`src/design/afsp_pkg.sv`:
```
// Shared types, constants and decode tables for the ADPCM FIFO sound player.
package afsp_pkg;

    localparam int FIFO_DEPTH = 1024;
    localparam int PTR_W      = $clog2(FIFO_DEPTH);
    localparam int CNT_W      = $clog2(FIFO_DEPTH);
    localparam int HALF_FULL  = FIFO_DEPTH / 2;

    localparam int DIV_W  = 21;
    localparam int RATE_W = 14;
    localparam int PADDR_W = 4;

    localparam logic [DIV_W-1:0]  DIV_RESET  = 21'd1789772;
    localparam logic [RATE_W-1:0] SLOW_RESET = 14'd4000;
    localparam logic [RATE_W-1:0] FAST_RESET = 14'd8000;

    localparam logic [7:0]         STATUS_NOT_HALF = 8'h40;
    localparam logic [7:0]         STATUS_HALF     = 8'h00;
    localparam logic signed [11:0] PRED_RESET      = -12'sd2;
    localparam logic signed [11:0] PRED_MAX        = 12'sh7FF;
    localparam logic signed [11:0] PRED_MIN        = 12'sh800;
    localparam logic [5:0]         STEP_MAX        = 6'd48;

    typedef enum logic [1:0] {
        MODE_TICK    = 2'd0,
        MODE_DATA    = 2'd1,
        MODE_CONTROL = 2'd2,
        MODE_STATUS  = 2'd3
    } mode_t;

    typedef enum logic [1:0] {
        REG_CLOCK_DIVISOR = 2'd0,
        REG_SLOW_RATE     = 2'd1,
        REG_FAST_RATE     = 2'd2
    } reg_index_t;

    typedef enum logic [1:0] {
        CMD_NONE    = 2'd0,
        CMD_DECODE  = 2'd1,
        CMD_RESTART = 2'd2
    } cmd_kind_t;

    typedef enum logic [1:0] {
        SRC_HELD = 2'd0,
        SRC_FIFO = 2'd1,
        SRC_ZERO = 2'd2
    } nib_src_t;

    typedef struct packed {
        logic [DIV_W-1:0]  clock_divisor;
        logic [RATE_W-1:0] slow_rate;
        logic [RATE_W-1:0] fast_rate;
    } cfg_t;

    typedef struct packed {
        cmd_kind_t  kind;
        logic [3:0] nibble;
        logic [7:0] status;
    } cmd_t;

    function automatic logic [10:0] step_size(input logic [5:0] idx);
        logic [10:0] s;
        case (idx)
            6'd0:  s = 11'd16;   6'd1:  s = 11'd17;   6'd2:  s = 11'd19;
            6'd3:  s = 11'd21;   6'd4:  s = 11'd23;   6'd5:  s = 11'd25;
            6'd6:  s = 11'd28;   6'd7:  s = 11'd31;   6'd8:  s = 11'd34;
            6'd9:  s = 11'd37;   6'd10: s = 11'd41;   6'd11: s = 11'd45;
            6'd12: s = 11'd50;   6'd13: s = 11'd55;   6'd14: s = 11'd60;
            6'd15: s = 11'd66;   6'd16: s = 11'd73;   6'd17: s = 11'd80;
            6'd18: s = 11'd88;   6'd19: s = 11'd97;   6'd20: s = 11'd107;
            6'd21: s = 11'd118;  6'd22: s = 11'd130;  6'd23: s = 11'd143;
            6'd24: s = 11'd157;  6'd25: s = 11'd173;  6'd26: s = 11'd190;
            6'd27: s = 11'd209;  6'd28: s = 11'd230;  6'd29: s = 11'd253;
            6'd30: s = 11'd279;  6'd31: s = 11'd307;  6'd32: s = 11'd337;
            6'd33: s = 11'd371;  6'd34: s = 11'd408;  6'd35: s = 11'd449;
            6'd36: s = 11'd494;  6'd37: s = 11'd544;  6'd38: s = 11'd598;
            6'd39: s = 11'd658;  6'd40: s = 11'd724;  6'd41: s = 11'd796;
            6'd42: s = 11'd876;  6'd43: s = 11'd963;  6'd44: s = 11'd1060;
            6'd45: s = 11'd1166; 6'd46: s = 11'd1282; 6'd47: s = 11'd1411;
            default: s = 11'd1552;
        endcase
        return s;
    endfunction

    function automatic logic signed [4:0] index_adjust(input logic [2:0] mag);
        logic signed [4:0] a;
        case (mag)
            3'd4:    a = 5'sd2;
            3'd5:    a = 5'sd4;
            3'd6:    a = 5'sd6;
            3'd7:    a = 5'sd8;
            default: a = -5'sd1;
        endcase
        return a;
    endfunction

endpackage

```
`src/design/afsp_cmd_queue.sv`:
```
// Two-entry command queue between the front and back ends.
module afsp_cmd_queue (
    input  logic           clk,
    input  logic           rst_n,
    input  logic           push,
    input  afsp_pkg::cmd_t cmd_in,
    output logic           full,
    output logic           valid,
    output afsp_pkg::cmd_t cmd_out,
    input  logic           pop
);
    import afsp_pkg::*;

    cmd_t       slot_reg [2];
    logic       wr_reg, wr_next;
    logic       rd_reg, rd_next;
    logic [1:0] cnt_reg, cnt_next;

    assign full    = (cnt_reg == 2'd2);
    assign valid   = (cnt_reg != 2'd0);
    assign cmd_out = slot_reg[rd_reg];

    always_comb
    begin
        wr_next  = push ? ~wr_reg : wr_reg;
        rd_next  = pop ? ~rd_reg : rd_reg;
        cnt_next = cnt_reg + {1'b0, push} - {1'b0, pop};
    end

    always_ff @(posedge clk)
    begin
        if (push)
            slot_reg[wr_reg] <= cmd_in;
    end

    always_ff @(posedge clk or negedge rst_n)
    begin
        if (!rst_n)
        begin
            wr_reg  <= 1'b0;
            rd_reg  <= 1'b0;
            cnt_reg <= 2'd0;
        end
        else
        begin
            wr_reg  <= wr_next;
            rd_reg  <= rd_next;
            cnt_reg <= cnt_next;
        end
    end

endmodule

```
`config.mk`:
```
export PLATFORM = sky130hd
export DESIGN_NAME = afsp_cmd_queue
export DESIGN_NICKNAME = d
export VERILOG_FILES = /design/src/design/afsp_pkg.sv /design/src/design/afsp_cmd_queue.sv
export SDC_FILE = /design/constraint.sdc
export NUM_CORES = 1
export LEC_CHECK = 0
export ABC_AREA = 1
export BUFFER_PORTS_ARGS = -buffer_cell sky130_fd_sc_hd__buf_2
export CAP_MARGIN = 20
export CELL_PAD_IN_SITES_DETAIL_PLACEMENT = 0
export CELL_PAD_IN_SITES_GLOBAL_PLACEMENT = 2
export CORE_MARGIN = 8
export CORE_UTILIZATION = 33
export DETAILED_ROUTE_END_ITERATION = 8
export HOLD_SLACK_MARGIN = 0.05
export PLACE_DENSITY_LB_ADDON = 0.12
export SLEW_MARGIN = 20
export SYNTH_ARGS = -nofsm -noshare
export SYNTH_HDL_FRONTEND = slang
export SYNTH_SLANG_ARGS = --single-unit
```
`constraint.sdc`:
```
create_clock -name clk -period 1.9 [get_ports clk]
set_clock_uncertainty 0.1 [all_clocks]
set_input_delay 0 -clock clk [delete_from_list [all_inputs] [get_ports clk]]
set_output_delay 0 -clock clk [all_outputs]
set_load 0.1 [all_outputs]
```
# Word level (Yosys, flattened, before mapping)
# Memories as Yosys holds them, arrays and structs flattened.
# Index checks and enable logic that the tools add are counted.
# totals
ff_bits	4
latchBits	0
mem_bits_rw	28
rom_bits	0
input_bits	18
elab_cells	12
memories	1
# memory_table
memory	words	width	read_ports	rd_ports_with_merged_regs	wr	line	rtl
slot_reg	2	14	1	0	1	afsp_cmd_queue.sv:14	cmd_t slot_reg [2];
# classes
add_sub_neg	2
mul	0
n_div	0
n_lt_le_gt_ge	0
n_eq_ne	1
n_shift	0
mux	2
bitwise_logic	2
reduce_logical	1
# op_table
cell	count
$add 2x1->2	1
$eq 2x2->1 const B	1
$mux 1	2
$not 1->1	2
$reduce_bool 2->1	1
$sub 2x1->2	1

# Depth between registers and ports, before layout
# logic_depth
depth_word	2
ltp_mapped	7
mapped_depth_nobuf	7

# Worst setup path after synthesis
# Ideal clock, no wire load.
# synth_timing
kind	flip-flop to output port
from	reg rd_reg
to	out cmd_out[10] (netlist name)
t_arrival_ps	2657
t_required_ps	1800
slack_ps	-857
stages_incl_launch_ff	3
path_buffers	1
cell_sequence	dfrtp_1 buf_2 o21ai_0
# synth_lines
element	line	rtl
start, declared	afsp_cmd_queue.sv:16	logic rd_reg, rd_next;
start signal, assigned	afsp_cmd_queue.sv:47	rd_reg <= rd_next;
end, declared	afsp_cmd_queue.sv:9	output afsp_pkg::cmd_t cmd_out,

==> metrics.md <==
| Metric | Value |
|---|---|
| RSZ-0062 raised after global routing | `false` |
| Worst setup SP type | `register` |
| Cell count after synthesis | `~100` |
| Worst hold stages | `2` |
| Total CTS buffers | `5` |
| Full die area | `6060 sq um` |
| Fin area | `1990 sq um` |
| CTS root buffer | `clkbuf_8` |
| Iteration-0 DRC Markers | `29` |
| Routed length per placed instance | `about 11 microns` |
| Congestion Overflow GR | `0` |
| Routability cong. | `0.666` |
| Yosys top cell by area | `edfxtp_1` |
| Slew Viols, Final | `0` |
| Reg2reg path depth | `2` |
| First-pass iteration count of the detailed router | `5` |
| Vias/cell | `4.09` |
| Vias in the first global route | `~860` |
| CTS sink cnt | `32` |
| FF-to-FF End | `slot_reg[1][2]` |
| Crit end category | `output pin` |
| Post-synth cell types | `13` |
| Crit path max-delay cell type | `dfrtp_1` |
| Syn_area_per_cell | `about 13 sq um` |
| Worst-path clk slew | `0.06 ns` |
| Setup-failing EPs final | `0` |
| Die height | `a little under 80 microns` |
| Layout cell share with drive strength beyond 1 | `0.335` |
| Area contributors post-synth | `edfxtp_1 67%, dfrtp_1 7.9%, inv_1 6.2%` |
| Number of port buffers | `33` |
| Final routed DRC violation total | `0` |
| I/O pins | `34` |
| Min cycle time layout | `about 1.5 ns` |
| DP Worst Slack | `0.550 ns` |
| Routed Antenna Nets | `0` |
| Die width | `about 78 microns` |
| Post-synthesis net count | `118` |
| WP data arrival | `roughly 1.4 ns` |
| Share of the synthesized area in the top cell type | `0.666` |
| Global Route Usage Sum | `0.0836` |
| Flop2flop setup slack | `0.58 ns` |
| Fmax achieved | `roughly 690 MHz` |
| Tcrit/Tclk final | `0.766` |
| Hold Startpoint | `cmd_in[10]` |
| Yosys warns | `0` |
| Max clock buf depth | `2` |
| Max reg flops | `28` |
| Largest net degree at the start of global routing | `21` |
| Area after DPL | `1720 sq um` |
| Least-Margin Pin Slew | `0.570 ns` |
| Total Nets Final | `177` |
| RR Startpoint | `wr_reg` |
| DRT Wirelength | `approximately 2.3 mm` |
| CP max stage delay | `roughly 0.37 ns` |
| Inserted Diodes | `0` |
| Req. time, crit path | `about 1.8 ns` |
| First-pass GRT wire length | `3.82 mm` |
| H-tree levels | `2` |
| Max_cap viols | `0` |
| Setup CP Type | `reg2out` |
| Post-synthesis sequential area ratio | `0.745` |
| Outcome | `complete, no violations` |
| Initial Utilization | `0.345` |
| Final count of hold timing violations | `0` |
| Setup ws final | `around 0.44 ns` |
| Area of the mapped netlist | `between 1000 and 1500 sq um` |
| CORE AREA | `between 3000 and 4000 sq um` |
| Final setup TNS | `0 ns` |
| Via count | `842` |
| FF+latch count, synth | `32` |
| Hold EP | `slot_reg[0][10]` |
| Crit-path max FO | `20` |
| Final Non-Filler Cells | `206` |
| Initial antenna violation count | `0` |
| Slew headroom | `0.620` |
| Fillers | `314` |
| Clock Latency Late Sink | `0.27 ns` |
| CTS tree | `yes` |
| Worst Hold Class | `in2reg` |
| Synthesis-to-finish area growth | `57.3%` |
| Dpl cells | `180` |
| Number of placement rows | `22` |
| Cell Chain, Critical Path | `buf_4 > o21ai_1 > buf_12` |
| Dpl hpwl | `about 1.7 mm` |
cells in the mapped netlist:
library cell / n
buf_6: 1
inv_1: 21
xor2_1: 2
nand2_1: 21
edfxtp_1: 28
dfrtp_1: 4
buf_8: 1
o21ai_2: 2
nor2_1: 2
ha_1: 2
nand3_1: 1
buf_2: 1
o21ai_0: 12
repair_timing:
item	in CTS	in global routing
resized for setup	0	0
hold buffers	18	0
hold endpoints to repair	35	0
buffers inserted	0	0
worst max-delay path by stage:
stage                      start         endpoint  cells after the start
after CTS                 rd_reg       cmd_out[7]                      3
after detailed placement  wr_reg   slot_reg[1][1]                      2
final                     rd_reg       cmd_out[7]                      3
after floorplan           rd_reg      cmd_out[10]                      2
after global routing      rd_reg       cmd_out[7]                      3
after global placement    wr_reg  slot_reg[1][12]                      2
kinds of logic after synthesis:
family,synth area share
AOI/OAI and AO/OA,0.0615
buffers and inverters,0.0872
DFF,0.745
adders and majority gates,0.0198
and+or+nand+nor,0.0724
xor gates and xnor gates,0.0139
layer usage:
layer,global-route usage,wire [microns],vias to the layer above
met5,0,0,-
met4,0.0623,67,0
met3,0.0403,163,7
met2,0.141,1170,22
met1,0.0765,931,379
li1,-,-,434
per-stage QoR:
stage | hold WS (ns) | utilization
after floorplan | -0.396 | -
after global placement | -0.289 | 0.471
after detailed placement | -0.283 | 0.471
after CTS | 0.332 | 0.542
after global routing | 0.345 | 0.542
final | 0.348 | 0.542
final cells by class:
class / count / area [sq um] / share of cell area
clock inverters: 3 / 13.8 / 0.00693
multi-input cells: 42 / 238 / 0.120
clock buffers: 5 / 68.8 / 0.0347
inverters: 21 / 78.8 / 0.0397
well taps: 48 / 60.1 / 0.0302
repair buffers: 55 / 586 / 0.295
flip-flops and latches: 32 / 941 / 0.474
layout by cell type (no fill, tap or decap), drive strengths merged, types with 3 or more instances in the layout:
master	Yosys	routed
dfrtp	4	4
clkbuf	0	5
buf	3	37
clkinv	0	3
o21ai	14	14
edfxtp	28	28
nand2	21	21
dlygate4sd3	0	18
inv	21	21
worst max-delay path: cells and delay by family (launching register included):
family	cells	cell delay, ns
flops	1	0.37
compound gates	1	0.28
buf+inv	2	0.43
Power is not shown: default switching activity piles up to over one toggle a cycle in this logic, so the estimate is an artifact.
