### src/design/afsp_pkg.sv
// Shared types, constants and decode tables for the ADPCM FIFO sound player.
package afsp_pkg;

    localparam int FIFO_DEPTH = 1024;
    localparam int PTR_W      = $clog2(FIFO_DEPTH);
    localparam int CNT_W      = $clog2(FIFO_DEPTH);
    localparam int HALF_FULL  = FIFO_DEPTH / 2;

    localparam int DIV_W  = 21;
    localparam int RATE_W = 14;
    localparam int PADDR_W = 4;

    localparam logic [DIV_W-1:0]  DIV_RESET  = 21'd1789772;
    localparam logic [RATE_W-1:0] SLOW_RESET = 14'd4000;
    localparam logic [RATE_W-1:0] FAST_RESET = 14'd8000;

    localparam logic [7:0]         STATUS_NOT_HALF = 8'h40;
    localparam logic [7:0]         STATUS_HALF     = 8'h00;
    localparam logic signed [11:0] PRED_RESET      = -12'sd2;
    localparam logic signed [11:0] PRED_MAX        = 12'sh7FF;
    localparam logic signed [11:0] PRED_MIN        = 12'sh800;
    localparam logic [5:0]         STEP_MAX        = 6'd48;

    typedef enum logic [1:0] {
        MODE_TICK    = 2'd0,
        MODE_DATA    = 2'd1,
        MODE_CONTROL = 2'd2,
        MODE_STATUS  = 2'd3
    } mode_t;

    typedef enum logic [1:0] {
        REG_CLOCK_DIVISOR = 2'd0,
        REG_SLOW_RATE     = 2'd1,
        REG_FAST_RATE     = 2'd2
    } reg_index_t;

    typedef enum logic [1:0] {
        CMD_NONE    = 2'd0,
        CMD_DECODE  = 2'd1,
        CMD_RESTART = 2'd2
    } cmd_kind_t;

    typedef enum logic [1:0] {
        SRC_HELD = 2'd0,
        SRC_FIFO = 2'd1,
        SRC_ZERO = 2'd2
    } nib_src_t;

    typedef struct packed {
        logic [DIV_W-1:0]  clock_divisor;
        logic [RATE_W-1:0] slow_rate;
        logic [RATE_W-1:0] fast_rate;
    } cfg_t;

    typedef struct packed {
        cmd_kind_t  kind;
        logic [3:0] nibble;
        logic [7:0] status;
    } cmd_t;

    function automatic logic [10:0] step_size(input logic [5:0] idx);
        logic [10:0] s;
        case (idx)
            6'd0:  s = 11'd16;   6'd1:  s = 11'd17;   6'd2:  s = 11'd19;
            6'd3:  s = 11'd21;   6'd4:  s = 11'd23;   6'd5:  s = 11'd25;
            6'd6:  s = 11'd28;   6'd7:  s = 11'd31;   6'd8:  s = 11'd34;
            6'd9:  s = 11'd37;   6'd10: s = 11'd41;   6'd11: s = 11'd45;
            6'd12: s = 11'd50;   6'd13: s = 11'd55;   6'd14: s = 11'd60;
            6'd15: s = 11'd66;   6'd16: s = 11'd73;   6'd17: s = 11'd80;
            6'd18: s = 11'd88;   6'd19: s = 11'd97;   6'd20: s = 11'd107;
            6'd21: s = 11'd118;  6'd22: s = 11'd130;  6'd23: s = 11'd143;
            6'd24: s = 11'd157;  6'd25: s = 11'd173;  6'd26: s = 11'd190;
            6'd27: s = 11'd209;  6'd28: s = 11'd230;  6'd29: s = 11'd253;
            6'd30: s = 11'd279;  6'd31: s = 11'd307;  6'd32: s = 11'd337;
            6'd33: s = 11'd371;  6'd34: s = 11'd408;  6'd35: s = 11'd449;
            6'd36: s = 11'd494;  6'd37: s = 11'd544;  6'd38: s = 11'd598;
            6'd39: s = 11'd658;  6'd40: s = 11'd724;  6'd41: s = 11'd796;
            6'd42: s = 11'd876;  6'd43: s = 11'd963;  6'd44: s = 11'd1060;
            6'd45: s = 11'd1166; 6'd46: s = 11'd1282; 6'd47: s = 11'd1411;
            default: s = 11'd1552;
        endcase
        return s;
    endfunction

    function automatic logic signed [4:0] index_adjust(input logic [2:0] mag);
        logic signed [4:0] a;
        case (mag)
            3'd4:    a = 5'sd2;
            3'd5:    a = 5'sd4;
            3'd6:    a = 5'sd6;
            3'd7:    a = 5'sd8;
            default: a = -5'sd1;
        endcase
        return a;
    endfunction

endpackage

### src/design/afsp_back.sv
// Back end: ADPCM nibble decode, predictor and step index, output register.
module afsp_back (
    input  logic               clk,
    input  logic               rst_n,
    input  logic               q_valid,
    input  afsp_pkg::cmd_t     q_cmd,
    output logic               q_pop,
    output logic               out_valid,
    input  logic               out_stall,
    output logic signed [15:0] sample,
    output logic [7:0]         read_data
);
    import afsp_pkg::*;

    logic signed [11:0] pred_reg, pred_next;
    logic [5:0]         idx_reg, idx_next;
    logic signed [15:0] osamp_reg, osamp_next;
    logic               out_valid_reg, out_valid_next;
    logic signed [15:0] sample_reg;
    logic [7:0]         read_data_reg;

    logic [10:0]        ss;
    logic [11:0]        diff;
    logic signed [13:0] pred_ext;
    logic signed [13:0] pred_sum;
    logic signed [11:0] pred_sat;
    logic signed [6:0]  idx_sum;
    logic [5:0]         idx_clamp;
    logic               load;

    assign load      = ~out_valid_reg | ~out_stall;
    assign q_pop     = q_valid & load;
    assign out_valid = out_valid_reg;
    assign sample    = sample_reg;
    assign read_data = read_data_reg;

    always_comb
    begin
        ss   = step_size(idx_reg);
        diff = 12'(ss[10:3])
             + (q_cmd.nibble[2] ? 12'(ss) : 12'd0)
             + (q_cmd.nibble[1] ? 12'(ss[10:1]) : 12'd0)
             + (q_cmd.nibble[0] ? 12'(ss[10:2]) : 12'd0);
        pred_ext = {{2{pred_reg[11]}}, pred_reg};
        pred_sum = q_cmd.nibble[3] ? pred_ext - $signed({2'b00, diff})
                                   : pred_ext + $signed({2'b00, diff});
        if (pred_sum > 14'sd2047)
            pred_sat = PRED_MAX;
        else if (pred_sum < -14'sd2048)
            pred_sat = PRED_MIN;
        else
            pred_sat = pred_sum[11:0];

        idx_sum = $signed({1'b0, idx_reg}) + 7'(index_adjust(q_cmd.nibble[2:0]));
        if (idx_sum < 7'sd0)
            idx_clamp = 6'd0;
        else if (idx_sum > $signed({1'b0, STEP_MAX}))
            idx_clamp = STEP_MAX;
        else
            idx_clamp = idx_sum[5:0];

        pred_next  = pred_reg;
        idx_next   = idx_reg;
        osamp_next = osamp_reg;
        if (q_pop)
        begin
            case (q_cmd.kind)
                CMD_DECODE:
                begin
                    pred_next  = pred_sat;
                    idx_next   = idx_clamp;
                    osamp_next = {pred_sat, 4'h0};
                end
                CMD_RESTART:
                begin
                    pred_next = PRED_RESET;
                    idx_next  = 6'd0;
                end
                default:
                begin
                    pred_next = pred_reg;
                end
            endcase
        end

        if (q_pop)
            out_valid_next = 1'b1;
        else if (~out_stall)
            out_valid_next = 1'b0;
        else
            out_valid_next = out_valid_reg;
    end

    always_ff @(posedge clk)
    begin
        if (q_pop)
        begin
            sample_reg    <= osamp_next;
            read_data_reg <= q_cmd.status;
        end
    end

    always_ff @(posedge clk or negedge rst_n)
    begin
        if (!rst_n)
        begin
            pred_reg      <= PRED_RESET;
            idx_reg       <= 6'd0;
            osamp_reg     <= 16'sd0;
            out_valid_reg <= 1'b0;
        end
        else
        begin
            pred_reg      <= pred_next;
            idx_reg       <= idx_next;
            osamp_reg     <= osamp_next;
            out_valid_reg <= out_valid_next;
        end
    end

endmodule
### config.mk
export PLATFORM = sky130hd
export DESIGN_NAME = afsp_back
export DESIGN_NICKNAME = d
export VERILOG_FILES = /design/src/design/afsp_pkg.sv /design/src/design/afsp_back.sv
export SDC_FILE = /design/constraint.sdc
export NUM_CORES = 1
export LEC_CHECK = 0
export ABC_CLOCK_PERIOD_IN_PS = 7850
export BUFFER_PORTS_ARGS = -buffer_cell sky130_fd_sc_hd__buf_4
export CAP_MARGIN = 20
export CORE_MARGIN = 2
export CORE_UTILIZATION = 55
export CTS_CLUSTER_DIAMETER = 150
export DETAILED_ROUTE_END_ITERATION = 8
export PLACE_DENSITY_LB_ADDON = 0.08
export SETUP_SLACK_MARGIN = 0.15
export SYNTH_ARGS = -nofsm -noshare
export SYNTH_HDL_FRONTEND = slang
export SYNTH_SLANG_ARGS = --single-unit
export TNS_END_PERCENT = 30
### constraint.sdc
create_clock -name clk -period 7.85 [get_ports clk]
set_clock_uncertainty 0.05 [all_clocks]
set_input_delay 0.785 -clock clk [delete_from_list [all_inputs] [get_ports clk]]
set_output_delay 0.785 -clock clk [all_outputs]
set_load 0.05 [all_outputs]
# ---- Word-level counts from Yosys, hierarchy flattened
# Memory sizes are Yosys's and may differ from the RTL's.
# Index checks and enable logic that the tools add are counted.
dict set report op_classes {
  n_mul 0
  eq_ne 7
  n_reduce_logical 2
  magnitude_cmp 4
  n_mux 15
  div_mod_pow 0
  bitwise 4
  shift 0
  addsub 6
}
# cell n
set ops {}
lappend ops {{$mux W16} 2}
lappend ops {{$mux W12} 2}
lappend ops {{$pmux W12 S2} 1}
lappend ops {{$pmux W5 S4} 1}
lappend ops {{$add A12 B13 Y14} 1}
lappend ops {{$gt A14 B12 Y1 const B} 1}
lappend ops {{$lt A14 B12 Y1 const B} 1}
lappend ops {{$mux W14} 1}
lappend ops {{$sub A12 B13 Y14} 1}
lappend ops {{$add A12 B10 Y12} 1}
lappend ops {{$add A12 B9 Y12} 1}
lappend ops {{$add A8 B11 Y12} 1}
lappend ops {{$eq A3 B3 Y1 const B} 4}
lappend ops {{$mux W6} 2}
lappend ops {{$pmux W6 S2} 1}
lappend ops {{$mux W11} 1}
lappend ops {{$mux W10} 1}
lappend ops {{$mux W9} 1}
lappend ops {{$add A7 B5 Y7} 1}
lappend ops {{$gt A7 B7 Y1 const B} 1}
lappend ops {{$lt A7 B1 Y1 const B} 1}
lappend ops {{$eq A2 B1 Y1 const B} 1}
lappend ops {{$eq A2 B2 Y1 const B} 1}
lappend ops {{$mux W1} 2}
lappend ops {{other kinds (6)} 7}
dict set report totals {
  out_inout_bits 26
  reg_bits 59
  input_bits 18
  elab_cells 45
  n_memories 1
  latchBits 0
  mem_bits_rw 0
  mem_bits_ro 704
}
# memory depth width rd rd_ports_with_merged_regs wr line_no
set mem_list {}
lappend mem_list {{(name not given)} 64 11 1 0 0 afsp_pkg.sv:63} ;# case (idx)

# ---- Logic depth before layout (Yosys ltp)
# Gate-level depths: netlist (run 1).
# An unclocked memory read counts as a cell.
dict set report depth {
  word_depth 12
  depth_mapped 34
}

# ---- Least setup slack after synthesis (run 1)
# Ideal clock, no wire load.
dict set report synth_timing {
  kind {register to register}
  from {register idx_reg[1]}
  to {register sample_reg[6] (netlist: sample[6]), data pin}
  synth_period_minus_slack_ps 7516
  setup_slack_ps 334
  arrival_time_ps 7308
  path_stages_with_launch 32
  setup_ps 158
  cell_sequence {dfrtp_1 -> clkbuf_1 -> inv_1 -> ha_1 -> clkbuf_1 -> nand2_1 -> o21ai_0 -> o21ai_0 -> o21ai_0 -> o22ai_1 -> and2_1 -> fa_1 -> inv_1 -> fa_1 -> inv_1 -> ha_1 -> fa_1 -> xor2_1 -> or3b_2 -> or3_1 -> nor3_1 -> nor2_1 -> xor2_1 -> ha_1 -> a2111o_1 -> o211ai_2 -> nand2_1 -> xnor2_1 -> nor4b_1 -> buf_2 -> o21ai_0 -> a21oi_1}
}
dict set report synth_via {
  elab_chain_len 12
}
# item line_no
set synth_rtl {}
lappend synth_rtl {{start: declaration} afsp_back.sv:16} ;# logic [5:0] idx_reg, idx_next;
lappend synth_rtl {{start signal: assignment} afsp_back.sv:115} ;# idx_reg <= idx_next;
lappend synth_rtl {{$mem_v2 Z64 W11 *} --}
lappend synth_rtl {{$mux W11} afsp_back.sv:41} ;# + (q_cmd.nibble[2] ? 12'(ss) : 12'd0)
lappend synth_rtl {{$add A8 B11 Y12} afsp_back.sv:41}
lappend synth_rtl {{$add A12 B10 Y12} afsp_back.sv:42} ;# + (q_cmd.nibble[1] ? 12'(ss[10:1]) : 12'd0)
lappend synth_rtl {{$add A12 B9 Y12 *} afsp_back.sv:43} ;# + (q_cmd.nibble[0] ? 12'(ss[10:2]) : 12'd0);
lappend synth_rtl {{$add A12 B13 Y14 / $sub A12 B13 Y14 (equally long branches)} {afsp_back.sv:46, afsp_back.sv:45}}
lappend synth_rtl {{$mux W14 *} afsp_back.sv:45} ;# pred_sum = q_cmd.nibble[3] ? pred_ext - $signed({2'b00, diff})
lappend synth_rtl {{$lt A14 B12 Y1} afsp_back.sv:49} ;# else if (pred_sum < -14'sd2048)
lappend synth_rtl {{$mux W12} afsp_back.sv:49}
lappend synth_rtl {{$mux W12 *} afsp_back.sv:47} ;# if (pred_sum > 14'sd2047)
lappend synth_rtl {{$mux W16 *} afsp_back.sv:67} ;# case (q_cmd.kind)
lappend synth_rtl {{$mux W16 *} afsp_back.sv:65} ;# if (q_pop)
lappend synth_rtl {{via osamp_next[6]} afsp_back.sv:17} ;# logic signed [15:0] osamp_reg, osamp_next;
lappend synth_rtl {{end signal: assignment} afsp_back.sv:98} ;# sample_reg <= osamp_next;
lappend synth_rtl {{end: declaration} afsp_back.sv:19} ;# logic signed [15:0] sample_reg;
# The timed path passes the listed nets; every way through them passes the cells marked *.
# A chain may end at the register's enable or synchronous reset.

# ---- Final worst setup path (run 1)
dict set report layout_timing {
  from {register idx_reg[1]}
  to {register sample_reg[7] (netlist: sample[7]), data pin}
}
# The elaborated chain is that of the path after synthesis.

==> results of run 1 <==
## kinds of logic after synthesis
family | after synthesis | share of synthesized area
AO/OA/AOI/OAI | 186 | 0.231
multiplexers | 9 | 0.0202
adder cells (fa/ha/maj) | 64 | 0.181
AND/OR/NAND/NOR | 158 | 0.148
flip-flops | 59 | 0.309
XOR/XNOR | 33 | 0.0570
buffers and inverters | 71 | 0.0536
## worst max-delay path by stage
stage | end | slack [ns] | cells after the start
after floorplan | sample[6] | 0.33 | 31
after global placement | sample[14] | 0.31 | 28
after detailed placement | sample[8] | 0.12 | 28
after CTS | sample[6] | 0.34 | 29
after global routing | sample[12] | 0.12 | 30
final | sample[7] | 0.47 | 26
## final cells by class
type	instances	area (sq um)	area share
multi-input cells	451	3420	0.568
flip-flops and latches	59	1610	0.267
repair buffers	63	526	0.0872
inverters	43	161	0.0268
well taps	111	139	0.0230
clock buffers	9	124	0.0205
clock inverters	7	45.0	0.00747
## synth_stat cells (3+ instances only)
cell type and number:
a22o_1 8, xnor2_1 22, a31oi_1 7, dfstp_2 11, o21bai_1 7, and2_1 24
inv_1 42, nor2_1 43, o211ai_1 9, nand2_1 45, a21o_1 5, nand2b_1 6
nand3_1 7, nor2b_1 12, ha_1 45, clkbuf_1 22, nor3_1 8, a211oi_1 12
o21a_1 4, buf_2 4, o22ai_1 6, a211o_1 4, a21oi_1 55, dfrtp_1 24
o21ai_1 7, mux2i_1 6, fa_1 19, xor2_1 10, o21ai_0 36, edfxtp_1 24
a311oi_1 3
## layer usage
layer  part of all wire  vias to the layer above
met2               0.50                      142
li1                   -                     2170
met4              0.019                        0
met1               0.44                     2101
met5                  0                        -
met3              0.043                       23
## metrics by stage
stage | hold WS [ns] | setup slack [ns] | area (sq um)
global route | 0.370 | 0.116 | 6030
finish | 0.345 | 0.466 | 6030
CTS | 0.353 | 0.343 | 5840
detailed placement | 0.446 | 0.123 | 5670
floorplan | 0.421 | 0.334 | 5210
global placement | 0.446 | 0.314 | 5670
## what timing repair did
| item | 4_1_cts | 5_1_grt |
|---|---|---|
| resized for setup | 1 | 31 |
| setup endpoints to repair | 11 | 34 |
| hold buffers | 0 | 0 |
| pin swaps | 0 | 5 |
| setup buffers | 0 | 3 |
| gates cloned | 0 | 3 |
==> impl_metrics.json, run 1 <==
{
  "status": "complete, no violations",
  "drv_slew": 0,
  "finalWeightedCongestion": 0.911,
  "seq_area_frac_synth": 0.309,
  "ctsRootBufferMaster": "clkbuf_8",
  "grt_start_max_net_pins": 39,
  "rr_startpoint": "idx_reg[1]",
  "drt_pre_antenna_iters": 4,
  "critical_path_buf_inv_count": 4,
  "antenna_found_initial": 0,
  "critPathMaxFanout": 16,
  "htreeDepth": 3,
  "path_class": "reg -> reg",
  "io_pins": 44,
  "reg2reg_slack_ns": 0.47,
  "tightest_slew_ns": 0.918,
  "wl_mm": 11.8,
  "route.vias.total": 4436,
  "grt-busiest-layer": "met2",
  "crit_path_frequent_cell": "fa_1",
  "drive_gt1_frac": 0.188,
  "crit_path_start_kind": "flop",
  "reg2reg_depth": 26,
  "fin_nets": 709,
  "finalCriticalPeriod_ns": 7.38,
  "syn_area_per_cell_sq_um": 8.98,
  "die_w_um": 101,
  "rows": 35,
  "synth-edff-count": 24,
  "met3_usage": 0.0214,
  "grt_pass1_vias": 4119,
  "grt_overflow": 0,
  "cts_tree": "yes",
  "synth-main-ff-cell": "edfxtp_1",
  "rsz0062_at_grt": "false",
  "vias_per_cell": 5.97,
  "drt_iter0_drc": 175,
  "cp-end-kind": "flop",
  "io_buffers": 43,
  "yosysTopAreaCellShare": 0.138,
  "syn-cell-area_sq_um": 5210,
  "insertion_delay_ns": 0.33,
  "cts_buffers": 9,
  "wire_per_inst_um": 15.9,
  "antenna_cells": 0,
  "grt.total_usage": 0.228,
  "dp_hpwl_mm": 8.72,
  "numClockSinks": 59,
  "crit_required_ns": 7.88,
  "synth-async-reset-ratio": 0.593,
  "fin_setup_tns_ns": 0,
  "cts.reportedPaths.clkPinSlew_ns": 0.07,
  "yosysTopAreaCell": "edfxtp_1",
  "ant_nets": 0,
  "final_cell_mix": "58 x buf_4, 52 x a21oi_1, 45 x nand2_1",
  "fillers": 760,
  "grt_pass1_wl_mm": 19.1,
  "slew_headroom": 0.387,
  "met1_usage": 0.309,
  "clk_path_buf_depth": 2,
  "clock.fmax_ghz": 0.135,
  "period_share": 0.941,
  "layout_commonest_cell": "buf_4",
  "postSynthCellCount": 580,
  "hold_viol": 0,
  "setup_viol": 0,
  "place_inst": 720,
  "grt_use_met2": 0.381,
  "design.core.area_sq_um": 9200,
  "synth.ff_latch_count": 59,
  "crit_family": "adder cells",
  "start_util": 0.566,
  "maxCapViolCount": 0,
  "slowest_delay_ns": 0.53,
  "synth_area_leaders": "edfxtp_1 14%, dfrtp_1 12%, ha_1 11%",
  "layoutNonFillerInstCount": 743,
  "drc": 0,
  "postLayoutCoreUtil": 0.656,
  "r2r-end": "sample[7]",
  "synth_cell_types": 65,
  "ys_warn_count": 0,
  "slowest_stage": "fa_1",
  "area_growth_pct": 15.8,
  "min_path_type": "in -> async",
  "syn_nets": 662,
  "crit_start": "idx_reg[1]",
  "die_area_sq_um": 10300,
  "die_y_um": 101,
  "arrival_ns": 7.41
}
Power of run 1 is not shown: default switching activity piles up to over one toggle a cycle in this logic, so the estimate is an artifact.
==> run 2, diff against run 1 <==
--- a/config.mk
+++ b/config.mk
@@ -8,6 +8,7 @@
 export ABC_CLOCK_PERIOD_IN_PS = 7850
 export BUFFER_PORTS_ARGS = -buffer_cell sky130_fd_sc_hd__buf_4
 export CAP_MARGIN = 20
+export CORE_ASPECT_RATIO = 1.5
 export CORE_MARGIN = 2
 export CORE_UTILIZATION = 55
 export CTS_CLUSTER_DIAMETER = 150
==> impl_metrics.json, run 2 (synthesized netlist as in run 1, its figures left out) <==
{
  "fin_nets": 706,
  "slowest_delay_ns": 0.55,
  "tightest_slew_ns": 0.887,
  "antenna_cells": 0,
  "insertion_delay_ns": 0.32,
  "htreeDepth": 3,
  "finalCriticalPeriod_ns": 7.36,
  "period_share": 0.937,
  "route.vias.total": 4351,
  "crit_family": "adder cells",
  "wire_per_inst_um": 16.2,
  "cts.reportedPaths.clkPinSlew_ns": 0.05,
  "dp_hpwl_mm": 9.37,
  "rsz0062_at_grt": "true",
  "critical_path_buf_inv_count": 4,
  "antenna_found_initial": 0,
  "vias_per_cell": 5.87,
  "min_path_type": "in -> async",
  "layout_commonest_cell": "buf_4",
  "setup_viol": 0,
  "design.core.area_sq_um": 9250,
  "ctsRootBufferMaster": "clkbuf_16",
  "numClockSinks": 59,
  "drive_gt1_frac": 0.191,
  "hold_viol": 0,
  "maxCapViolCount": 0,
  "fillers": 764,
  "clock.fmax_ghz": 0.136,
  "grt_pass1_vias": 4437,
  "crit_path_frequent_cell": "ha_1",
  "arrival_ns": 7.46,
  "clk_path_buf_depth": 2,
  "grt_overflow": 0,
  "grt_pass1_wl_mm": 20.1,
  "drv_slew": 0,
  "cts-hold-fix-buffers": 0,
  "grt_start_max_net_pins": 36,
  "ant_nets": 0,
  "cp-end-kind": "flop",
  "slew_headroom": 0.407,
  "cts_tree": "yes",
  "area_growth_pct": 16.5,
  "crit_required_ns": 7.95,
  "io_buffers": 43,
  "crit_path_start_kind": "flop",
  "drt_iter0_drc": 218,
  "cts_buffers": 9,
  "die_area_sq_um": 10300,
  "fin_setup_tns_ns": 0,
  "finalWeightedCongestion": 0.970,
  "path_class": "reg -> reg",
  "start_util": 0.563,
  "status": "complete, no violations",
  "io_pins": 44,
  "wl_mm": 12.0,
  "drc": 0,
  "grt.total_usage": 0.241,
  "die_y_um": 123,
  "die_w_um": 83.4,
  "slowest_stage": "fa_1",
  "rows": 43,
  "critPathMaxFanout": 6,
  "final_cell_mix": "59 x buf_4, 49 x a21oi_1, 45 x nand2_1",
  "drt_pre_antenna_iters": 5
}
run 2: worst paths after layout:
| kind | from | end | slack (ns) | depth (start not counted) |
|---|---|---|---|---|
| max | idx_reg[0] | sample[12] | 0.49 | 27 |
| min | rst_n | osamp_reg[3] | 0.36 | 1 |
| max reg2reg | idx_reg[0] | sample[12] | 0.49 | 27 |
| min reg2reg | pred_reg[3] | pred_reg[3] | 0.46 | 2 |
| max in group asynchronous | rst_n | pred_reg[7] | 7.04 | 1 |
| min in group clk | pred_reg[3] | pred_reg[3] | 0.46 | 2 |
run 2: cell type report:
type	count	area, sq um	share of cell area
Sequential cell	59	1610	0.266
Multi-Input combinational cell	450	3410	0.562
Tap cell	112	140	0.0231
Inverter	43	161	0.0266
Clock inverter	6	40.0	0.00660
Clock buffer	10	239	0.0394
Timing Repair Buffer	61	465	0.0767
run 2: per-stage QoR:
stage	util	area, sq um	std cells	hold WS [ns]	worst slack (ns)
after floorplan	-	5210	580	0.421	0.334
after global placement	0.613	5670	723	0.444	0.248
after CTS	0.644	5960	739	0.376	0.176
after global routing	0.655	6060	741	0.397	0.125
final	0.655	6060	741	0.360	0.491
after detailed placement	0.613	5670	723	0.447	0.142
run 2: worst reg2reg max path: stages (launching register included):
cell and delay, ns:
dfrtp_1 0.38, inv_2 0.09, ha_1 0.35, mux2i_1 0.21, nor2_1 0.07, a311oi_1 0.26, a21oi_1 0.14, fa_1 0.55
inv_1 0.06, fa_1 0.54, inv_1 0.05, ha_1 0.23, fa_2 0.40, xor2_1 0.18, or3b_2 0.49, or3_1 0.41
nor2b_1 0.16, xnor2_1 0.12, ha_1 0.35, a211o_1 0.30, a2111o_1 0.36, o211ai_2 0.26, nand2_1 0.13, xnor2_1 0.16
nor4b_2 0.35, buf_4 0.22, o21ai_1 0.12, a21oi_2 0.22
run 2: what timing repair did:
item / 4_1_cts / 5_1_grt
setup buffers: 0 / 1
pin swaps: 0 / 4
cloned: 0 / 1
endpoints found under the setup margin: 3 / 36
resized for setup: 2 / 29
run 2: layer usage:
layer,track usage,vias up,part of all wire
li1,-,2156,-
met1,0.260,2070,0.39
met2,0.473,101,0.54
met3,0.0240,24,0.033
met4,0.107,0,0.029
met5,0,-,0
Power of run 2 is left out for the same reason.
==> run 3, diff against run 2 <==
--- a/config.mk
+++ b/config.mk
@@ -9,8 +9,7 @@
 export BUFFER_PORTS_ARGS = -buffer_cell sky130_fd_sc_hd__buf_4
 export CAP_MARGIN = 20
 export CORE_ASPECT_RATIO = 1.5
-export CORE_MARGIN = 2
-export CORE_UTILIZATION = 55
+export CORE_UTILIZATION = 50
 export CTS_CLUSTER_DIAMETER = 150
 export DETAILED_ROUTE_END_ITERATION = 8
 export PLACE_DENSITY_LB_ADDON = 0.08
==> impl_metrics.json, run 3 (synthesized netlist as in run 1, its figures left out) <==
{
  "status": "complete, no violations",
  "reg2reg_depth": 28,
  "clock.fmax_ghz": 0.136,
  "area_growth_pct": 17.6,
  "cts.reportedPaths.clkPinSlew_ns": 0.05,
  "die_area_sq_um": 10800,
  "cts_tree": "yes",
  "cts_buffers": 9,
  "wl_met3_um": 365,
  "fillers": 897,
  "fin_setup_tns_ns": 0,
  "cp-end-kind": "flop",
  "io_pins": 44,
  "cts-hold-fix-buffers": 0,
  "finalWeightedCongestion": 0.858,
  "period_share": 0.939,
  "critPathMaxFanout": 16,
  "wl_mm": 12.1,
  "hold_viol": 0,
  "slew_headroom": 0.361,
  "grt_start_max_net_pins": 39,
  "numClockSinks": 59,
  "grt.total_usage": 0.233,
  "ant_nets": 0,
  "grt_overflow": 0,
  "grt_pass1_wl_mm": 20.2,
  "crit_path_start_kind": "flop",
  "htreeDepth": 3,
  "vias_per_cell": 5.84,
  "antenna_cells": 0,
  "tightest_slew_ns": 0.944,
  "arrival_ns": 7.37,
  "drc": 0,
  "path_class": "reg -> reg",
  "place_ws_ns": 0.268,
  "rsz0062_at_grt": "false",
  "design.core.area_sq_um": 10100,
  "grt_pass1_vias": 4320,
  "clk_path_buf_depth": 2,
  "drt_iter0_drc": 137,
  "fin_nets": 705,
  "finalCriticalPeriod_ns": 7.37,
  "die_w_um": 85.3,
  "dp_hpwl_mm": 9.39,
  "final_cell_mix": "54 x buf_4, 52 x a21oi_1, 44 x nand2_1",
  "maxCapViolCount": 0,
  "timing.final.ws_setup_ns": 0.481,
  "wl_met2_mm": 6.67,
  "min_path_type": "in -> async",
  "setup_viol": 0,
  "slowest_delay_ns": 0.52,
  "crit_start": "idx_reg[1]",
  "die_y_um": 127,
  "crit_required_ns": 7.85,
  "routed.top_layer": "met4",
  "slowest_stage": "fa_1",
  "wl_met1_mm": 4.71,
  "layout_commonest_cell": "buf_4",
  "rows": 45,
  "ctsRootBufferMaster": "clkbuf_16",
  "drv_slew": 0,
  "antenna_found_initial": 0,
  "route.vias.total": 4351,
  "crit_path_frequent_cell": "ha_1",
  "start_util": 0.514,
  "drive_gt1_frac": 0.191,
  "insertion_delay_ns": 0.33,
  "drt_pre_antenna_iters": 4,
  "wire_per_inst_um": 16.3,
  "rr_startpoint": "idx_reg[1]",
  "io_buffers": 43
}
## run 3: routing by layer
metal	vias to the layer above	global-route usage
li1	2151	-
met1	2066	0.256
met2	105	0.447
met3	29	0.0200
met4	0	0.108
met5	-	0
## run 3: final cells by class
class	instances	area [sq um]	area share
Clock buffer	10	229	0.0374
Clock inverter	6	41.3	0.00674
Inverter	43	165	0.0270
Multi-Input combinational cell	450	3440	0.562
Sequential cell	59	1610	0.263
Tap cell	117	146	0.0239
Timing Repair Buffer	60	490	0.0801
## run 3: per-stage QoR
stage               hold slack, ns  instances   util  instance area [sq um]
floorplan                    0.421        580      -                   5210
global placement             0.442        727  0.561                   5680
detailed placement           0.447        727  0.561                   5680
CTS                          0.370        743  0.587                   5950
global route                 0.388        745  0.604                   6120
finish                       0.353        745  0.604                   6120
## run 3: final timing paths
kind	endpoint	slack [ns]
setup / recovery	sample[14]	0.48
hold / removal	osamp_reg[0]	0.35
setup reg to reg	sample[14]	0.48
hold reg to reg	pred_reg[5]	0.46
max in group asynchronous	pred_reg[10]	7.04
min in group clk	pred_reg[5]	0.46
## run 3: repair_timing
action	4_1_cts	5_1_grt
setup buffers	0	1
endpoints found under the hold margin	0	0
endpoints found under the setup margin	0	34
gates resized for setup	0	44
## run 3: critical path: cells and delay by family (launching register included)
kind                       cells  cell delay (ns)
DFF                            1             0.42
buffers and inverters          5             0.58
xor gates and xnor gates       3             0.55
and+or+nand+nor                6             1.56
adders and majority gates      5             2.02
muxes                          1             0.21
AOI/OAI and AO/OA              8             1.69
Power of run 3 is left out for the same reason.
